--- config.mk ---
export PLATFORM = sky130hd
export DESIGN_NAME = grid_line_cell_walker_flat
export DESIGN_NICKNAME = d
export VERILOG_FILES = /design/src/rtl/glcw_pkg.sv /design/src/rtl/glcw_seg_if.sv /design/src/rtl/glcw_datapath.sv /design/src/rtl/glcw_ctrl.sv /design/src/rtl/grid_line_cell_walker.sv /design/src/flat_wrapper.sv
export VERILOG_INCLUDE_DIRS = /design/src /design/src/rtl
export SDC_FILE = /design/constraint.sdc
export NUM_CORES = 1
export LEC_CHECK = 0
export ABC_CLOCK_PERIOD_IN_PS = 11900
export BUFFER_PORTS_ARGS = -buffer_cell sky130_fd_sc_hd__buf_2
export CAP_MARGIN = 10
export CORE_MARGIN = 2
export CORE_UTILIZATION = 62
export CTS_CLUSTER_DIAMETER = 30
export CTS_CLUSTER_SIZE = 14
export DETAILED_ROUTE_END_ITERATION = 7
export PLACE_DENSITY = 0.82
export SLEW_MARGIN = 20
export SYNTH_ARGS = -nofsm -noshare
export SYNTH_HDL_FRONTEND = slang
export SYNTH_SLANG_ARGS = --single-unit
--- constraint.sdc ---
create_clock -name clk -period 11.9 [get_ports clk]
set_input_delay 0.595 -clock clk [delete_from_list [all_inputs] [get_ports clk]]
set_output_delay 0.595 -clock clk [all_outputs]
set_load 0.1 [all_outputs]
--- src/rtl/grid_line_cell_walker_assert.svh ---
// Assertion macros for the grid line walker controller.
`ifndef GRID_LINE_CELL_WALKER_ASSERT_SVH
`define GRID_LINE_CELL_WALKER_ASSERT_SVH

// Check a property on every clock edge outside reset.
`define GLCW_ASSERT(label, prop, msg) \
	label: assert property (@(posedge clk) disable iff (!arst_n) (prop)) else $error(msg);

// Check a property on every clock edge, reset included.
`define GLCW_ASSERT_ALWAYS(label, prop, msg) \
	label: assert property (@(posedge clk) (prop)) else $error(msg);

`endif

--- src/rtl/glcw_pkg.sv ---
// Shared constants and control types of the grid line walker.
package glcw_pkg;

	localparam int GRID_SIZE = 64;
	localparam int COORD_W   = 6;
	localparam int GRID_W    = 7;
	localparam int ERR_W     = 9;
	localparam int CFG_IDX_W = 1;
	localparam int CFG_DATA_W = GRID_W;

	localparam logic [COORD_W-1:0] COORD_MAX = COORD_W'(GRID_SIZE - 1);
	localparam logic [GRID_W-1:0]  GRID_MAX  = GRID_W'(GRID_SIZE);

	// Configuration register indexes
	localparam logic [CFG_IDX_W-1:0] CFG_GRID_ROWS = 1'b0;
	localparam logic [CFG_IDX_W-1:0] CFG_GRID_COLS = 1'b1;

	// Commands from the controller to the datapath
	typedef struct packed {
		logic load;
		logic step;
	} glcw_cmd_t;

	// Status from the datapath to the controller
	typedef struct packed {
		logic zero_len;
		logic last;
	} glcw_sts_t;

endpackage

--- src/rtl/glcw_seg_if.sv ---
// Stream channels: segment items in, visited cell items out.
interface glcw_seg_if import glcw_pkg::*; ();
	logic               valid;
	logic               ready;
	logic [COORD_W-1:0] start_col;
	logic [COORD_W-1:0] start_row;
	logic [COORD_W-1:0] end_col;
	logic [COORD_W-1:0] end_row;

	modport source (output valid, start_col, start_row, end_col, end_row, input ready);
	modport sink (input valid, start_col, start_row, end_col, end_row, output ready);
endinterface

interface glcw_visit_if import glcw_pkg::*; ();
	logic               valid;
	logic               ready;
	logic [COORD_W-1:0] cell_row;
	logic [COORD_W-1:0] cell_col;
	logic               last;

	modport source (output valid, cell_row, cell_col, last, input ready);
	modport sink (input valid, cell_row, cell_col, last, output ready);
endinterface

--- src/rtl/glcw_datapath.sv ---
// Datapath: config registers, line setup and one Bresenham step per cycle while cells are taken.
module glcw_datapath import glcw_pkg::*; (
	input  logic                  clk,
	input  logic                  arst_n,
	input  glcw_cmd_t             cmd,
	output glcw_sts_t             sts,
	input  logic [COORD_W-1:0]    start_col,
	input  logic [COORD_W-1:0]    start_row,
	input  logic [COORD_W-1:0]    end_col,
	input  logic [COORD_W-1:0]    end_row,
	input  logic                  cfg_we,
	input  logic [CFG_IDX_W-1:0]  cfg_idx,
	input  logic [CFG_DATA_W-1:0] cfg_data,
	output logic [COORD_W-1:0]    cell_row,
	output logic [COORD_W-1:0]    cell_col
);

	function automatic logic [COORD_W-1:0] sat_coord(input logic [COORD_W-1:0] v);
		return (v > COORD_MAX) ? COORD_MAX : v;
	endfunction

	function automatic logic [COORD_W-1:0] grid_limit(input logic [GRID_W-1:0] g);
		logic [GRID_W-1:0] m;
		m = g - GRID_W'(1);
		if (g == '0)
			return '0;
		else if (g > GRID_MAX)
			return COORD_MAX;
		else
			return m[COORD_W-1:0];
	endfunction

	logic [GRID_W-1:0]  grid_rows_q, grid_cols_q;
	logic [COORD_W-1:0] x_q, y_q, x1_q, y1_q, dx_q, dy_q, row_hi_q, col_hi_q;
	logic               sx_q, sy_q;
	logic signed [ERR_W-1:0] err_q;

	logic [COORD_W-1:0] x0_in, y0_in, x1_in, y1_in, dx_in, dy_in;
	logic signed [ERR_W-1:0] err_in, err_nxt;
	logic signed [ERR_W:0]   e2, neg_dy, pos_dx;
	logic               step_x, step_y;
	logic [COORD_W-1:0] x_nxt, y_nxt;

	// Hold the grid size registers
	always_ff @(posedge clk or negedge arst_n) begin
		if (!arst_n) begin
			grid_rows_q <= GRID_MAX;
			grid_cols_q <= GRID_MAX;
		end else if (cfg_we) begin
			unique case (cfg_idx)
				CFG_GRID_ROWS: grid_rows_q <= cfg_data;
				CFG_GRID_COLS: grid_cols_q <= cfg_data;
				default: ;
			endcase
		end
	end

	// Set up the segment from the incoming item
	always_comb begin
		x0_in  = sat_coord(start_col);
		y0_in  = sat_coord(start_row);
		x1_in  = sat_coord(end_col);
		y1_in  = sat_coord(end_row);
		dx_in  = (x1_in > x0_in) ? (x1_in - x0_in) : (x0_in - x1_in);
		dy_in  = (y1_in > y0_in) ? (y1_in - y0_in) : (y0_in - y1_in);
		err_in = $signed(ERR_W'(dx_in)) - $signed(ERR_W'(dy_in));
	end

	// Compute the next cell of the walk
	always_comb begin
		e2      = $signed({err_q, 1'b0});
		neg_dy  = -$signed((ERR_W+1)'(dy_q));
		pos_dx  = $signed((ERR_W+1)'(dx_q));
		step_x  = (e2 > neg_dy);
		step_y  = (e2 < pos_dx);
		err_nxt = err_q;
		x_nxt   = x_q;
		y_nxt   = y_q;
		if (step_x) begin
			err_nxt = err_nxt - $signed(ERR_W'(dy_q));
			x_nxt   = sx_q ? (x_q + COORD_W'(1)) : (x_q - COORD_W'(1));
		end
		if (step_y) begin
			err_nxt = err_nxt + $signed(ERR_W'(dx_q));
			y_nxt   = sy_q ? (y_q + COORD_W'(1)) : (y_q - COORD_W'(1));
		end
	end

	// Load on accept, advance on each delivered cell
	always_ff @(posedge clk) begin
		if (cmd.load) begin
			x_q      <= x0_in;
			y_q      <= y0_in;
			x1_q     <= x1_in;
			y1_q     <= y1_in;
			dx_q     <= dx_in;
			dy_q     <= dy_in;
			sx_q     <= (x0_in < x1_in);
			sy_q     <= (y0_in < y1_in);
			err_q    <= err_in;
			row_hi_q <= grid_limit(grid_rows_q);
			col_hi_q <= grid_limit(grid_cols_q);
		end else if (cmd.step) begin
			x_q   <= x_nxt;
			y_q   <= y_nxt;
			err_q <= err_nxt;
		end
	end

	assign sts.zero_len = (x0_in == x1_in) && (y0_in == y1_in);
	assign sts.last     = (x_nxt == x1_q) && (y_nxt == y1_q);

	// Clamp the current cell to the grid
	assign cell_row = (y_q > row_hi_q) ? row_hi_q : y_q;
	assign cell_col = (x_q > col_hi_q) ? col_hi_q : x_q;

endmodule

--- src/rtl/glcw_ctrl.sv ---
// Controller: accepts one segment item at a time and paces the walk.
`include "grid_line_cell_walker_assert.svh"
module glcw_ctrl import glcw_pkg::*; (
	input  logic      clk,
	input  logic      arst_n,
	input  logic      in_valid,
	output logic      in_ready,
	output logic      out_valid,
	input  logic      out_ready,
	output glcw_cmd_t cmd,
	input  glcw_sts_t sts
);

	localparam logic ST_IDLE = 1'b0;
	localparam logic ST_WALK = 1'b1;

	logic state_q, state_nxt;

	assign in_ready  = (state_q == ST_IDLE);
	assign out_valid = (state_q == ST_WALK);
	assign cmd.load  = in_valid && in_ready;
	assign cmd.step  = out_valid && out_ready;

	// Move between waiting for a segment and walking it
	always_comb begin
		state_nxt = state_q;
		unique case (state_q)
			ST_IDLE: begin
				if (cmd.load && !sts.zero_len)
					state_nxt = ST_WALK;
			end
			ST_WALK: begin
				if (cmd.step && sts.last)
					state_nxt = ST_IDLE;
			end
			default: state_nxt = ST_IDLE;
		endcase
	end

	always_ff @(posedge clk or negedge arst_n) begin
		if (!arst_n) begin
			state_q <= ST_IDLE;
		end else begin
			state_q <= state_nxt;
		end
	end

	`GLCW_ASSERT(a_no_load_while_walking, out_valid |-> !cmd.load, "segment accepted during walk")
	`GLCW_ASSERT(a_last_ends_walk, (cmd.step && sts.last) |=> in_ready, "walk did not end on last cell")
	`GLCW_ASSERT(a_zero_len_no_cells, (cmd.load && sts.zero_len) |=> !out_valid, "empty segment gave a cell")
	`GLCW_ASSERT(a_walk_continues, (cmd.step && !sts.last) |=> out_valid, "walk stopped before last cell")

endmodule

--- src/rtl/grid_line_cell_walker.sv ---
// Top level of the grid line walker: Bresenham cells of a segment, clamped to the grid.
//
//   channel   direction  contents
//   segment   in         start_col, start_row, end_col, end_row
//   visit     out        cell_row, cell_col, last
//   cfg       in         cfg_we, cfg_idx, cfg_data (grid_rows, grid_cols)
//
// A segment of Chebyshev length n gives n cells, one per cycle while visit
// is not stalled; the next segment is accepted only after its last cell.
// The single walk register set in the datapath allows one segment at a time.
// A stall on visit holds the current cell; a zero-length segment gives no cells.
// Reset returns the controller to idle and both grid sizes to 64.
module grid_line_cell_walker import glcw_pkg::*; (
	input  logic                  clk,
	input  logic                  arst_n,
	glcw_seg_if.sink              segment,
	glcw_visit_if.source          visit,
	input  logic                  cfg_we,
	input  logic [CFG_IDX_W-1:0]  cfg_idx,
	input  logic [CFG_DATA_W-1:0] cfg_data
);

	glcw_cmd_t cmd;
	glcw_sts_t sts;

	glcw_ctrl u_ctrl (
		.clk       (clk),
		.arst_n    (arst_n),
		.in_valid  (segment.valid),
		.in_ready  (segment.ready),
		.out_valid (visit.valid),
		.out_ready (visit.ready),
		.cmd       (cmd),
		.sts       (sts)
	);

	glcw_datapath u_datapath (
		.clk       (clk),
		.arst_n    (arst_n),
		.cmd       (cmd),
		.sts       (sts),
		.start_col (segment.start_col),
		.start_row (segment.start_row),
		.end_col   (segment.end_col),
		.end_row   (segment.end_row),
		.cfg_we    (cfg_we),
		.cfg_idx   (cfg_idx),
		.cfg_data  (cfg_data),
		.cell_row  (visit.cell_row),
		.cell_col  (visit.cell_col)
	);

	// Flag the final cell of the segment
	assign visit.last = sts.last;

endmodule

--- src/flat_wrapper.sv ---
// flat-port wrapper written by rule: the top's interface ports become plain ports
module grid_line_cell_walker_flat import glcw_pkg::*;
  (clk, arst_n, cfg_we, cfg_idx, cfg_data, segment_valid, segment_start_col, segment_start_row, segment_end_col, segment_end_row, segment_ready, visit_valid, visit_cell_row, visit_cell_col, visit_last, visit_ready);
  glcw_seg_if segment_i ();
  glcw_visit_if visit_i ();
  input  logic clk;
  input  logic arst_n;
  input  logic cfg_we;
  input  logic [CFG_IDX_W-1:0] cfg_idx;
  input  logic [CFG_DATA_W-1:0] cfg_data;
  input wire logic [$bits(segment_i.valid)-1:0] segment_valid;
  input wire logic [$bits(segment_i.start_col)-1:0] segment_start_col;
  input wire logic [$bits(segment_i.start_row)-1:0] segment_start_row;
  input wire logic [$bits(segment_i.end_col)-1:0] segment_end_col;
  input wire logic [$bits(segment_i.end_row)-1:0] segment_end_row;
  output wire logic [$bits(segment_i.ready)-1:0] segment_ready;
  output wire logic [$bits(visit_i.valid)-1:0] visit_valid;
  output wire logic [$bits(visit_i.cell_row)-1:0] visit_cell_row;
  output wire logic [$bits(visit_i.cell_col)-1:0] visit_cell_col;
  output wire logic [$bits(visit_i.last)-1:0] visit_last;
  input wire logic [$bits(visit_i.ready)-1:0] visit_ready;
  assign segment_i.valid = segment_valid;
  assign segment_i.start_col = segment_start_col;
  assign segment_i.start_row = segment_start_row;
  assign segment_i.end_col = segment_end_col;
  assign segment_i.end_row = segment_end_row;
  assign segment_ready = segment_i.ready;
  assign visit_valid = visit_i.valid;
  assign visit_cell_row = visit_i.cell_row;
  assign visit_cell_col = visit_i.cell_col;
  assign visit_last = visit_i.last;
  assign visit_i.ready = visit_ready;
  grid_line_cell_walker u_core (.clk(clk), .arst_n(arst_n), .segment(segment_i), .visit(visit_i), .cfg_we(cfg_we), .cfg_idx(cfg_idx), .cfg_data(cfg_data));
endmodule
==> metrics <==
sw frac 0.500; Static Leak 3.15 nW; mux contribution to synthesized area 0.0606; max-cap violations 0; Die Area about 12000 um^2; combinational share of power 0.625; Synth Area per Inst 9.31 um^2; routed vias 5303; Clock power frac 0.114; clk_skew 0.0116 ns; internal power between 0.0008 and 0.0009 W; count of flip-flops with a built-in enable after synthesis 59; Post-Synth XOR/XNOR Area 0.0742; crit share post-route 0.463; prevailing post-synth register cell edfxtp_1; synthesized area 6610 um^2; GRT Total Usage 0.280; I/O pins 52; cts bufs inserted 9; Crit Path Category reg -> reg; gpl congestion 0.922; worst path required time between 10 and 15 ns; Via density 6.03; final worst slack 6.40 ns; Total Wirelength between 15000 and 20000 um; CP most frequent cell a21oi_1; Nets 866; count of final setup violators 0; Final TNS setup 0 ns; sequential area share after synthesis 0.325; Fillers 764; DRC viols 0; DP Worst Slack between 6 and 7 ns; Core Region roughly 10000 um^2; router iterations before antenna repair 5; Worst Path Arrival 5.59 ns; initial antenna violation count 0; CTS sink cnt 74; Worst Reg2Reg Path Length in Cells 19; P per Cell Area 238 nW/um^2; largest net degree at the start of global routing 57; status finished, final reports clean; cells after synthesis 710; NetSw ~0.00085 W; adder and majority cell fraction of the synthesized area 0.181; Final Slew Violations 0; clock-pin transition on the worst setup and hold timing paths 0.09 ns; first-pass GRT wire length 25300 um; GR Overflow Total 0; H-Tree Depth 3; main combinational cell family by area after synthesis adder cells; Synth Area in Compound Gates 0.169; r2r setup slk 6.40 ns; multi-input gate area in the final layout 4030 um^2; number of nets with antenna violations after routing 0; CTS tree built; asr flop ratio synth 0.203; Iter 0 DRT Violations ~330; Peak supply drop 0.313 mV; Final Hold Vio Count 0; hold crit path type in -> async; register area 2150 um^2; CP cell instances nor3_1, nand3_1, xnor2_1, ha_1, a21oi_1, o21ai_0, a211oi_1, nor2_4, nor2_1, a21oi_1, ha_1, fa_1, a21o_1, a21oi_1, o21bai_1, a21oi_1, nor2_1, a2111oi_0, o211ai_1; yosys warns 0; Reg-to-Reg Start u_core.u_datapath.dy_q[0]$_DFFE_PP_; vias in the first global route 5429; r2r endpoint u_core.u_datapath.err_q[8]$_DFFE_PP_; syn_nets 837; Worst-Skew Late Latency between 0.3 and 0.4 ns; Slew Limit Headroom 0.297; count of unique library cells instantiated by Yosys 60; CTS Hold Bufs 0; simple-gate share of the synthesized area 0.125; RSZ-0062 raised after global routing no; number of synthesized register bits 74; min Tclk post-route 5.50 ns; critical path launch point type flip-flop; critical path endpoint category flip-flop; post-CTS setup repair buffer count 0; Die X-Extent 107 um; Layout area overhead 7.49%; clock root cell clkbuf_8; Critical Path Fanout Max 15; slew of the pin with the lowest slew margin 1.05 ns; CP max stage delay a little over 0.7 ns; Max Fclk ~180 MHz; Antenna Cells 0; Seq pwr share 0.261; Resize count post-CTS 0; Avg WL per Cell approximately 17 um; Rows 37; Initial Util 0.640; clk buf depth 2; post-DP HPWL 12100 um; Die Ht 107 um; slowest stage cell, crit path a211oi_1; PortBufs 51; layout cell share with drive strength beyond 1 0.142
[worst max-delay path, delay by kind of cell (launching register included)]
family,cells,cell delay [ns]
simple gates,5,0.98
fa+ha+maj,3,0.95
xor+xnor,1,0.17
flops,1,0.51
compound gates,10,2.62
[power by group through the flow]
stage	combinational, W	clock (W)	sequential [W]
2_1_floorplan	0.000852	0	0.000410
3_3_place_gp	0.000989	0	0.000440
3_5_place_dp	0.00104	0	0.000443
4_1_cts	0.00105	0.000194	0.000438
5_1_grt	0.00115	0.000204	0.000446
6_report	0.00106	0.000193	0.000442
[cell type report]
type,count,share of cell area
Clock buffer,10,0.0210
Clock inverter,6,0.00634
Inverter,83,0.0440
Multi-Input combinational cell,520,0.566
Sequential cell,74,0.302
Tap cell,136,0.0239
Timing Repair Buffer,51,0.0359
[sequential cells by signal, indices dropped and copies added, names as in the netlist]
register	flops
u_core.u_datapath.dx_q	6
u_core.u_datapath.col_hi_q	6
u_core.u_datapath.row_hi_q	6
u_core.u_datapath.x1_q	6
u_core.u_datapath.grid_rows_q	7
u_core.u_datapath.sx_q	1
u_core.u_datapath.dy_q	6
u_core.u_datapath.y_q	6
u_core.u_datapath.y1_q	6
u_core.u_datapath.sy_q	1
u_core.u_datapath.x_q	6
u_core.u_datapath.grid_cols_q	7
u_core.u_datapath.err_q	9
u_core.u_ctrl.out_valid	1
[logic make-up after synthesis]
kind of cell	count (synthesis)
AOI/OAI and AO/OA	171
xor gates and xnor gates	56
adders and majority gates	90
muxes	37
DFF	74
buffers and inverters	116
and+or+nand+nor	166
[how the worst max path moves through the flow]
stage | endpoint | depth (start not counted) | start
2_1_floorplan | u_core.u_datapath.err_q[8]$_DFFE_PP_ | 20 | u_core.u_datapath.dy_q[0]$_DFFE_PP_
5_1_grt | u_core.u_datapath.err_q[8]$_DFFE_PP_ | 19 | u_core.u_datapath.dy_q[0]$_DFFE_PP_
3_3_place_gp | u_core.u_datapath.err_q[8]$_DFFE_PP_ | 19 | u_core.u_datapath.dy_q[0]$_DFFE_PP_
3_5_place_dp | u_core.u_datapath.err_q[8]$_DFFE_PP_ | 19 | u_core.u_datapath.dy_q[0]$_DFFE_PP_
4_1_cts | u_core.u_datapath.err_q[8]$_DFFE_PP_ | 19 | u_core.u_datapath.dy_q[0]$_DFFE_PP_
6_report | u_core.u_datapath.err_q[8]$_DFFE_PP_ | 19 | u_core.u_datapath.dy_q[0]$_DFFE_PP_
[cell usage in the layout, fill, tap and decap left out, types with 3 or more instances in the layout]
master / count
buf_2: 51
o21ai_0: 43
o211ai_1: 6
o22ai_1: 5
nand2b_1: 8
clkbuf_8: 9
a21o_1: 17
a31oi_1: 5
mux2i_1: 13
nand4_1: 9
a21boi_0: 3
o21a_1: 6
nand3_1: 4
nor2b_1: 19
or2_2: 3
edfxtp_1: 59
a41oi_1: 3
fa_1: 9
nor3b_1: 3
xor2_1: 16
a211oi_1: 7
inv_1: 82
xnor2_1: 40
nor2_1: 39
and2_1: 3
dfrtp_1: 13
nor3_1: 10
o21bai_1: 3
nand2_1: 52
a21oi_1: 51
ha_1: 81
nor4_1: 3
and3_1: 3
mux2_2: 24
[routing by layer]
layer  routed length [um]  track usage  vias up
met1                 6620        0.358     2524
met3                  894       0.0496       38
li1                     -            -     2559
met5                    0            0        -
met2                 7480        0.469      182
met4                  406        0.116        0
[through the flow]
stage / cell area [um^2] / std cells / util / total power [W] / hold slack [ns]
6_report: 7110 / 880 / 0.688 / 0.00169 / 0.111
5_1_grt: 7110 / 880 / 0.688 / 0.00180 / 0.130
4_1_cts: 7110 / 880 / 0.688 / 0.00168 / 0.117
3_5_place_dp: 6910 / 864 / 0.669 / 0.00148 / 0.510
3_3_place_gp: 6910 / 864 / 0.669 / 0.00143 / 0.502
2_1_floorplan: 6610 / 710 / - / 0.00126 / 0.299
[Yosys cell counts (all sizes together), types with 7 or more instances]
master   n  area share
edfxtp  59        0.27
nand2   52       0.030
inv     82       0.047
nand2b   8      0.0076
nor2b   19       0.018
o21ai   43       0.033
xor2    16       0.021
mux2    24       0.041
nand4    9      0.0085
xnor2   40       0.053
a21o    17       0.019
clkbuf  32       0.018
nor2    41       0.025
nor3    10      0.0076
fa       9       0.027
mux2i   13       0.020
dfrtp   13       0.049
ha      81        0.15
a21oi   51       0.039
a211oi   7      0.0079
(Power assumes the default switching activity.)
